File: config.mk
export PLATFORM = sky130hd
export DESIGN_NAME = shadow_csr_bank_emulator
export DESIGN_NICKNAME = d
export VERILOG_FILES = /design/src/design/scbe_pkg.sv /design/src/design/scbe_bank.sv /design/src/design/shadow_csr_bank_emulator.sv
export SDC_FILE = /design/constraint.sdc
export NUM_CORES = 2
export LEC_CHECK = 0
export ABC_CLOCK_PERIOD_IN_PS = 8600
export BUFFER_PORTS_ARGS = -buffer_cell sky130_fd_sc_hd__buf_2
export CAP_MARGIN = 20
export CORE_MARGIN = 5
export CORE_UTILIZATION = 50
export DETAILED_ROUTE_END_ITERATION = 16
export PLACE_DENSITY = 0.77
export SETUP_SLACK_MARGIN = 0.15
export SLEW_MARGIN = 25
export SYNTH_ARGS = -nofsm -noshare
export SYNTH_HDL_FRONTEND = slang
export SYNTH_HIERARCHICAL = 1
export SYNTH_SLANG_ARGS = --single-unit
File: constraint.sdc
create_clock -name i_clk -period 8.6 [get_ports i_clk]
set_clock_uncertainty 0.05 [all_clocks]
set_input_delay 0.43 -clock i_clk [delete_from_list [all_inputs] [get_ports i_clk]]
set_output_delay 0.43 -clock i_clk [all_outputs]
set_load 0.005 [all_outputs]
File: src/design/scbe_pkg.sv
package scbe_pkg;

    localparam int PMP_CFG_WORDS  = 4;
    localparam int PMP_ADDR_WORDS = 16;

    localparam int BANK_FIXED = 8;
    localparam int BANK_DEPTH = BANK_FIXED + PMP_CFG_WORDS + PMP_ADDR_WORDS;
    localparam int BANK_IW    = $clog2(BANK_DEPTH);

    typedef logic [BANK_IW-1:0] t_bank_idx;

    localparam t_bank_idx IDX_STATUS  = BANK_IW'(0);
    localparam t_bank_idx IDX_MIE     = BANK_IW'(1);
    localparam t_bank_idx IDX_MTVEC   = BANK_IW'(2);
    localparam t_bank_idx IDX_SCRATCH = BANK_IW'(3);
    localparam t_bank_idx IDX_MEPC    = BANK_IW'(4);
    localparam t_bank_idx IDX_MCAUSE  = BANK_IW'(5);
    localparam t_bank_idx IDX_MTVAL   = BANK_IW'(6);
    localparam t_bank_idx IDX_MIP     = BANK_IW'(7);
    localparam t_bank_idx IDX_PMPCFG0 = BANK_IW'(BANK_FIXED);
    localparam t_bank_idx IDX_PMPADR0 = BANK_IW'(BANK_FIXED + PMP_CFG_WORDS);

    localparam logic [11:0] CSR_FFLAGS    = 12'h001;
    localparam logic [11:0] CSR_FRM       = 12'h002;
    localparam logic [11:0] CSR_FCSR      = 12'h003;
    localparam logic [11:0] CSR_STATUS    = 12'h300;
    localparam logic [11:0] CSR_MISA      = 12'h301;
    localparam logic [11:0] CSR_MIE       = 12'h304;
    localparam logic [11:0] CSR_VEC_BASE  = 12'h305;
    localparam logic [11:0] CSR_SCRATCH   = 12'h340;
    localparam logic [11:0] CSR_EXC_PC    = 12'h341;
    localparam logic [11:0] CSR_CAUSE     = 12'h342;
    localparam logic [11:0] CSR_TRAP_VAL  = 12'h343;
    localparam logic [11:0] CSR_MIP       = 12'h344;
    localparam logic [11:0] CSR_PROT_CFG0 = 12'h3a0;
    localparam logic [11:0] CSR_PROT_ADDR0 = 12'h3b0;
    localparam logic [11:0] CSR_MVENDORID = 12'hf11;
    localparam logic [11:0] CSR_MARCHID   = 12'hf12;
    localparam logic [11:0] CSR_MIMPID    = 12'hf13;
    localparam logic [11:0] CSR_MHARTID   = 12'hf14;

    localparam logic [6:0]  OPC_SYSTEM = 7'h73;
    localparam logic [31:0] INSN_MRET  = 32'h3020_0073;
    localparam logic [31:0] INSN_WFI   = 32'h1050_0073;

    localparam logic [2:0] F3_PRIV     = 3'd0;
    localparam logic [2:0] F3_CSRRW    = 3'd1;
    localparam logic [2:0] F3_CSRRS    = 3'd2;
    localparam logic [2:0] F3_CSRRC    = 3'd3;
    localparam logic [2:0] F3_RESERVED = 3'd4;
    localparam logic [2:0] F3_CSRRWI   = 3'd5;
    localparam logic [2:0] F3_CSRRSI   = 3'd6;
    localparam logic [2:0] F3_CSRRCI   = 3'd7;

    localparam logic [1:0] OP_SWAP = 2'd1;
    localparam logic [1:0] OP_SET  = 2'd2;

    localparam logic [31:0] MIP_HW_BITS    = 32'h0000_0880;
    localparam logic [31:0] MSTATUS_RESET  = 32'h0000_1800;

    localparam logic [1:0] OUT_ADVANCE   = 2'd0;
    localparam logic [1:0] OUT_RESUME    = 2'd1;
    localparam logic [1:0] OUT_UNHANDLED = 2'd2;

    localparam logic [1:0] PRIV_MACHINE = 2'd3;

    typedef struct packed {
        logic      hit;
        logic      mip;
        t_bank_idx idx;
    } t_map;

    typedef struct packed {
        logic        en;
        t_bank_idx   idx;
        logic [31:0] data;
    } t_bank_wr;

    function automatic t_map csr_map(input logic [11:0] num);
        t_map m;
        m.hit = 1'b1;
        m.mip = 1'b0;
        m.idx = IDX_STATUS;
        case (num)
            CSR_STATUS:   m.idx = IDX_STATUS;
            CSR_MIE:      m.idx = IDX_MIE;
            CSR_VEC_BASE: m.idx = IDX_MTVEC;
            CSR_SCRATCH:  m.idx = IDX_SCRATCH;
            CSR_EXC_PC:   m.idx = IDX_MEPC;
            CSR_CAUSE:    m.idx = IDX_MCAUSE;
            CSR_TRAP_VAL: m.idx = IDX_MTVAL;
            CSR_MIP: begin
                m.idx = IDX_MIP;
                m.mip = 1'b1;
            end
            default: begin
                if (num >= CSR_PROT_CFG0 && num < CSR_PROT_CFG0 + 12'(PMP_CFG_WORDS)) begin
                    m.idx = BANK_IW'(num - CSR_PROT_CFG0) + IDX_PMPCFG0;
                end else if (num >= CSR_PROT_ADDR0 &&
                             num < CSR_PROT_ADDR0 + 12'(PMP_ADDR_WORDS)) begin
                    m.idx = BANK_IW'(num - CSR_PROT_ADDR0) + IDX_PMPADR0;
                end else begin
                    m.hit = 1'b0;
                end
            end
        endcase
        return m;
    endfunction

    function automatic logic csr_reads_zero(input logic [11:0] num);
        logic z;
        case (num)
            CSR_FFLAGS, CSR_FRM, CSR_FCSR, CSR_MISA,
            CSR_MVENDORID, CSR_MARCHID, CSR_MIMPID, CSR_MHARTID: z = 1'b1;
            default: z = 1'b0;
        endcase
        return z;
    endfunction

    function automatic logic [31:0] bank_reset(input t_bank_idx idx);
        return (idx == IDX_STATUS) ? MSTATUS_RESET : 32'd0;
    endfunction

endpackage

File: src/design/scbe_bank.sv
module scbe_bank (
    input  logic                 i_clk,
    input  logic                 i_rst_n,
    input  logic                 i_rd_en,
    input  scbe_pkg::t_bank_idx  i_rd_idx,
    input  scbe_pkg::t_bank_wr   i_wr,
    output logic [31:0]          o_rd_data,
    output logic [31:0]          o_pc_data
);
    import scbe_pkg::*;

    logic [31:0]           r_mem [BANK_DEPTH];
    logic [BANK_DEPTH-1:0] r_vld;
    logic [31:0]           r_data_a;
    logic [31:0]           r_data_b;
    logic                  r_vld_a;
    logic                  r_vld_b;
    t_bank_idx             r_idx_a;

    // Entries never written since reset read as their reset value.
    always_ff @(posedge i_clk) begin
        if (!i_rst_n) begin
            r_vld <= '0;
        end else if (i_wr.en) begin
            r_vld[i_wr.idx] <= 1'b1;
        end
    end

    always_ff @(posedge i_clk) begin
        if (i_wr.en) begin
            r_mem[i_wr.idx] <= i_wr.data;
        end
        if (i_rd_en) begin
            r_data_a <= r_mem[i_rd_idx];
            r_vld_a  <= r_vld[i_rd_idx];
            r_idx_a  <= i_rd_idx;
            r_data_b <= r_mem[IDX_MEPC];
            r_vld_b  <= r_vld[IDX_MEPC];
        end
    end

    assign o_rd_data = r_vld_a ? r_data_a : bank_reset(r_idx_a);
    assign o_pc_data = r_vld_b ? r_data_b : bank_reset(IDX_MEPC);

endmodule

File: src/design/shadow_csr_bank_emulator.sv
// Shadow machine CSR bank for trapped RV32 SYSTEM instructions. For each
// word, the edge that accepts it reads the shadow RAM, and the next edge
// modifies the entry, writes it back and loads the output register. A new
// word is accepted only when no earlier word is still in the single
// read-modify-write of the shadow RAM, and only while the output register
// is empty or is being read in the same cycle. The RAM needs no clearing
// pass after reset; entries read as their reset values until first written.
module shadow_csr_bank_emulator (
    input  logic        i_clk,
    input  logic        i_rst_n,
    input  logic        i_in_valid,
    output logic        o_in_ready,
    input  logic [31:0] i_instruction,
    input  logic [31:0] i_rs1_value,
    input  logic        i_timer_pending,
    input  logic        i_external_pending,
    output logic        o_out_valid,
    input  logic        i_out_ready,
    output logic [1:0]  o_outcome,
    output logic [4:0]  o_dest_index,
    output logic        o_dest_write,
    output logic [31:0] o_dest_value,
    output logic [31:0] o_resume_pc,
    output logic [1:0]  o_privilege_now
);
    import scbe_pkg::*;

    typedef enum logic [2:0] {
        K_UNHANDLED,
        K_WFI,
        K_MRET,
        K_CSR,
        K_ZERO
    } t_kind;

    logic        r_busy;
    logic        r_out_valid;
    logic [1:0]  r_priv;
    t_kind       r_kind;
    logic [1:0]  r_op;
    logic [31:0] r_src;
    logic        r_wr;
    logic        r_mip;
    logic        r_tp;
    logic        r_ep;
    logic [4:0]  r_rd;
    t_bank_idx   r_idx;

    logic [1:0]  r_outcome;
    logic [4:0]  r_dest_index;
    logic        r_dest_write;
    logic [31:0] r_dest_value;
    logic [31:0] r_resume_pc;

    logic        accept;
    logic [2:0]  f3;
    logic [4:0]  rs;
    t_map        map;
    t_kind       dec_kind;
    t_bank_idx   dec_idx;
    logic [31:0] dec_src;

    logic [31:0] bank_old;
    logic [31:0] pc_old;
    logic [31:0] old;
    logic [31:0] upd;
    logic [31:0] st_new;
    logic        csr_done;
    logic [1:0]  n_priv;
    logic [1:0]  n_outcome;
    t_bank_wr    wr;

    assign o_in_ready = i_rst_n && !r_busy && (!r_out_valid || i_out_ready);
    assign accept     = i_in_valid && o_in_ready;

    assign f3  = i_instruction[14:12];
    assign rs  = i_instruction[19:15];
    assign map = csr_map(i_instruction[31:20]);

    always_comb begin
        dec_kind = K_UNHANDLED;
        if (i_instruction[6:0] == OPC_SYSTEM) begin
            if (f3 == F3_PRIV) begin
                if (i_instruction == INSN_MRET) begin
                    dec_kind = K_MRET;
                end else if (i_instruction == INSN_WFI) begin
                    dec_kind = K_WFI;
                end
            end else if (f3 != F3_RESERVED) begin
                if (map.hit) begin
                    dec_kind = K_CSR;
                end else if (csr_reads_zero(i_instruction[31:20])) begin
                    dec_kind = K_ZERO;
                end
            end
        end
    end

    assign dec_idx = (dec_kind == K_MRET) ? IDX_STATUS : map.idx;
    assign dec_src = f3[2] ? {27'd0, rs} : ((rs == 5'd0) ? 32'd0 : i_rs1_value);

    scbe_bank u_bank (
        .i_clk     (i_clk),
        .i_rst_n   (i_rst_n),
        .i_rd_en   (accept),
        .i_rd_idx  (dec_idx),
        .i_wr      (wr),
        .o_rd_data (bank_old),
        .o_pc_data (pc_old)
    );

    always_comb begin
        if (r_kind == K_ZERO) begin
            old = 32'd0;
        end else if (r_mip) begin
            old = (bank_old & ~MIP_HW_BITS) | {20'd0, r_ep, 3'd0, r_tp, 7'd0};
        end else begin
            old = bank_old;
        end

        case (r_op)
            OP_SWAP: upd = r_src;
            OP_SET:  upd = old | r_src;
            default: upd = old & ~r_src;
        endcase

        st_new     = bank_old;
        st_new[3]  = bank_old[7];
        st_new[7]  = 1'b1;
        st_new[12:11] = 2'd0;

        csr_done = (r_kind == K_CSR) || (r_kind == K_ZERO);
        n_priv   = (r_kind == K_MRET) ? bank_old[12:11] : r_priv;

        case (r_kind)
            K_WFI, K_CSR, K_ZERO: n_outcome = OUT_ADVANCE;
            K_MRET:  n_outcome = (pc_old == 32'd0) ? OUT_UNHANDLED : OUT_RESUME;
            default: n_outcome = OUT_UNHANDLED;
        endcase

        wr.en   = r_busy && (((r_kind == K_CSR) && r_wr) || (r_kind == K_MRET));
        wr.idx  = r_idx;
        if (r_kind == K_MRET) begin
            wr.data = st_new;
        end else if (r_mip) begin
            wr.data = upd & ~MIP_HW_BITS;
        end else begin
            wr.data = upd;
        end
    end

    always_ff @(posedge i_clk) begin
        if (!i_rst_n) begin
            r_busy      <= 1'b0;
            r_out_valid <= 1'b0;
            r_priv      <= PRIV_MACHINE;
        end else begin
            r_busy <= accept;
            if (r_busy) begin
                r_out_valid <= 1'b1;
                r_priv      <= n_priv;
            end else if (i_out_ready) begin
                r_out_valid <= 1'b0;
            end
        end
    end

    always_ff @(posedge i_clk) begin
        if (accept) begin
            r_kind <= dec_kind;
            r_op   <= f3[1:0];
            r_src  <= dec_src;
            r_wr   <= (f3[1:0] == OP_SWAP) || (rs != 5'd0);
            r_mip  <= map.mip && (dec_kind == K_CSR);
            r_tp   <= i_timer_pending;
            r_ep   <= i_external_pending;
            r_rd   <= i_instruction[11:7];
            r_idx  <= dec_idx;
        end
        if (r_busy) begin
            r_outcome    <= n_outcome;
            r_dest_write <= csr_done && (r_rd != 5'd0);
            r_dest_value <= csr_done ? old : 32'd0;
            r_resume_pc  <= (n_outcome == OUT_RESUME) ? pc_old : 32'd0;
            r_dest_index <= r_rd;
        end
    end

    assign o_out_valid     = r_out_valid;
    assign o_outcome       = r_outcome;
    assign o_dest_index    = r_dest_index;
    assign o_dest_write    = r_dest_write;
    assign o_dest_value    = r_dest_value;
    assign o_resume_pc     = r_resume_pc;
    assign o_privilege_now = r_priv;

endmodule

==> out/qor.txt <==
syn_nets -> 2,342
worst-margin pin slew -> 1120 ps
slowest stage delay, CP -> 640 ps
Max Root-Sink Buffers -> 3
outcome -> finished, final reports clean
yosys warns -> 6
final hold vios -> 0
Main synth FF type -> edfxtp_1
Core Area -> 86,800 sq um
f_max -> 0.243 GHz
Startpoint Class -> input port
gpl congestion -> 0.881
mapped cell area -> 43,700 sq um
Global Route Usage Sum -> 23.0%
initial antenna violation count -> 3
Resized cells post-CTS -> 0
Crit path buffers/inverters -> 3
Crit Path Category -> input port to flip-flop
Area contributors post-synth -> edfxtp_1 (75%), mux4_2 (8.5%), mux2i_1 (3.0%)
share of cells above drive strength 1 -> 23.8%
Setup TNS Final -> 0 ps
critical path's slowest cell -> a21o_4
clock-pin slew on the worst setup and hold paths -> 60 ps
drt first-iter violations -> 3,199
Synth area leader -> edfxtp_1
Max IR drop VDD -> 0.152 mV
average wire per standard cell -> 29.6 microns
die width -> 306 microns
cells after synthesis -> 2,267
starting density of the core -> 50.3%
sequential area share after synthesis -> 76.4%
vias in the first global route -> 24.0k
Most common cell on crit path -> buf_4
# H-tree levels -> 3
synthesized area per cell -> 19.3 sq um
clk_lat worst skew -> 670 ps
routed vias/inst -> 6.38
Post-Route WL -> 110,000 microns
Congestion Overflow GR -> 0
DRT antenna net count -> 0
port bufs -> 145
Power Density -> 220 nW/um^2
# rows -> 108
root buffer cell -> clkbuf_16
largest net degree at the start of global routing -> 120
ys async rst share -> 0%
Yosys top cell area share -> 75.0%
Distinct cells, synth -> 62
nets@finish -> 2,547
Hold WC Path Type -> input port to flip-flop
unrepaired setup endpoints after global routing -> no
Worst EP required -> 8930 ps
# placed instances -> 3,494
final setup fails -> 0
max_slew headroom -> 24.6%
# Max-Cap Violations -> 0
CP top delay family -> compound AO/OA/AOI/OAI gates
Die H -> 306 microns
Num CTS Buffers -> 100
Clock Sink Count -> 1,122
TritonCTS clock tree -> built
DRT Pass-1 Iters -> 5
Yosys reg bits -> 1,122
Slew Viols, Final -> 0
CP cell instances -> buf_2 -> nor4bb_1 -> nand2_1 -> a31oi_1 -> a21o_4 -> buf_4 -> nor2b_4 -> buf_4 -> a221oi_1 -> o21ai_0 -> a22oi_1
Util after Layout -> 57.3%
I/O pins -> 146
die area -> 93,300 sq um
Post-synth EDFFs -> 1,090
first-pass GRT wire length -> 160,000 microns
Layout Cells excl Fill -> 3,713
Pwr Total -> 10.9 mW
area grow syn2layout -> 13.8%
fin crit share -> 47.8%
leakage -> 15.8 nW
WP data arrival -> 4440 ps
Detail Placement HPWL -> 60,200 microns
fin crit period -> 4110 ps
routed vias -> 23.7k
peak fanout along the critical path -> 42
postcts setup bufs -> 0
DRC Markers -> 0
critical path capture point type -> flip-flop
power breakdown:
| group | switching (mW) | leakage, nW | total, mW | internal [mW] |
|---|---|---|---|---|
| Combinational | 0.185 | 3.89 | 0.255 | 0.0697 |
| Clock | 1.92 | 1.65 | 4.61 | 2.69 |
| Sequential | 0.0237 | 10.3 | 6.07 | 6.05 |
| Total | 2.13 | 15.8 | 10.9 | 8.81 |
what timing repair did:
action	4_1_cts	5_1_grt
hold buffers	31	0
endpoints found under the hold margin	31	0
setup endpoints to repair	0	0
state kept, by name, indices dropped and copies added, names as in the netlist, 2 cells and up:
register	count
u_bank/r_mem	896
r_rd	5
u_bank/r_vld	28
r_op	2
u_bank/r_data_b	32
o_outcome	2
r_src	32
r_kind	3
u_bank/r_idx_a	5
r_idx	5
u_bank/r_data_a	32
o_resume_pc	32
o_privilege_now	2
o_dest_index	5
o_dest_value	32
layout by cell type (no fill, tap or decap), drive strengths merged, types with 15 or more instances in the layout:
cell type	synthesis	final
a21oi	73	73
bufinv	0	15
o21ai	68	68
a22o	28	28
clkbuf	69	129
a221oi	32	32
a22oi	33	33
o221ai	32	32
edfxtp	1090	1090
mux2i	133	133
o21a	29	29
buf	61	202
mux2	33	33
and2	123	123
dfxtp	32	32
nor2	57	57
clkinv	0	33
inv	13	15
dlygate4sd3	0	31
nor4	16	16
nand2	63	63
and3	32	32
mux4	165	165
layer usage:
layer | track usage, % | share of wire (%) | vias to the layer above
li1 | - | - | 9670
met4 | 10.1 | 4.7 | 0
met2 | 39.0 | 50 | 1608
met3 | 5.06 | 11 | 310
met5 | 0 | 0 | -
met1 | 29.0 | 35 | 12100
cell usage after synthesis (2+ instances only):
cell,count
edfxtp_1,1090
mux4_2,165
mux2i_1,133
and2_1,122
a21oi_1,73
clkbuf_1,69
o21ai_0,64
nand2_1,63
nor2_1,57
a22oi_1,33
mux2_2,33
a221oi_1,32
and3_1,32
dfxtp_1,32
o221ai_1,32
o21a_1,29
a22o_1,28
buf_4,22
buf_2,21
nor4_1,16
buf_6,12
inv_1,12
nand3_1,9
buf_1,6
nand3b_1,6
nand4_1,6
ha_1,5
nor2b_1,5
nor3_1,5
a31oi_1,4
o21ai_1,4
o22ai_1,4
a211oi_1,3
or3b_1,3
a21o_1,2
and4_1,2
nand2b_1,2
o211a_1,2
o211ai_1,2
o31ai_1,2
or3_1,2
or3b_2,2
or4_1,2
stage by stage:
step           cell area, sq um  worst slack [ps]  hold WS (ps)
2_1_floorplan             43700              3530           367
3_3_place_gp              45900              3900           371
3_5_place_dp              45900              3940           378
4_1_cts                   49700              4650         0.315
5_1_grt                   49700              4340          30.9
6_report                  49700              4490          26.2
final cells by class:
class	instances	area [sq um]
Multi-Input combinational cell	1002	9890
Tap cell	1155	1450
Inverter	13	48.8
Antenna cell	1	2.50
Clock buffer	129	2730
Fill cell	6099	37100
Sequential cell	1122	33400
Timing Repair Buffer	233	1490
Clock inverter	58	699
kinds of logic (layout without fill, tap and decap cells):
group,after synthesis,after routing,share of synthesized area [%]
multiplexers,331,331,12.4
adder cells (fa/ha/maj),5,5,0.143
AO/OA/AOI/OAI,321,321,4.99
AND/OR/NAND/NOR,343,343,4.31
buffers and inverters,143,433,1.68
flip-flops,1122,1122,76.4
other,0,1,0
XOR/XNOR,2,2,0.0401
path summary, 6_finish.rpt:
kind | end | cells after the start | slack (ps) | from
max | u_bank/r_data_a[22] | 11 | 4490 | i_instruction[30]
min | r_src[24] | 2 | 30 | i_rs1_value[24]
max reg2reg | u_bank/r_mem[21][18] | 6 | 4900 | r_kind[1]
min reg2reg | o_dest_index[2] | 0 | 400 | r_rd[2]
Note: power is estimated with default switching activity, not from simulation.
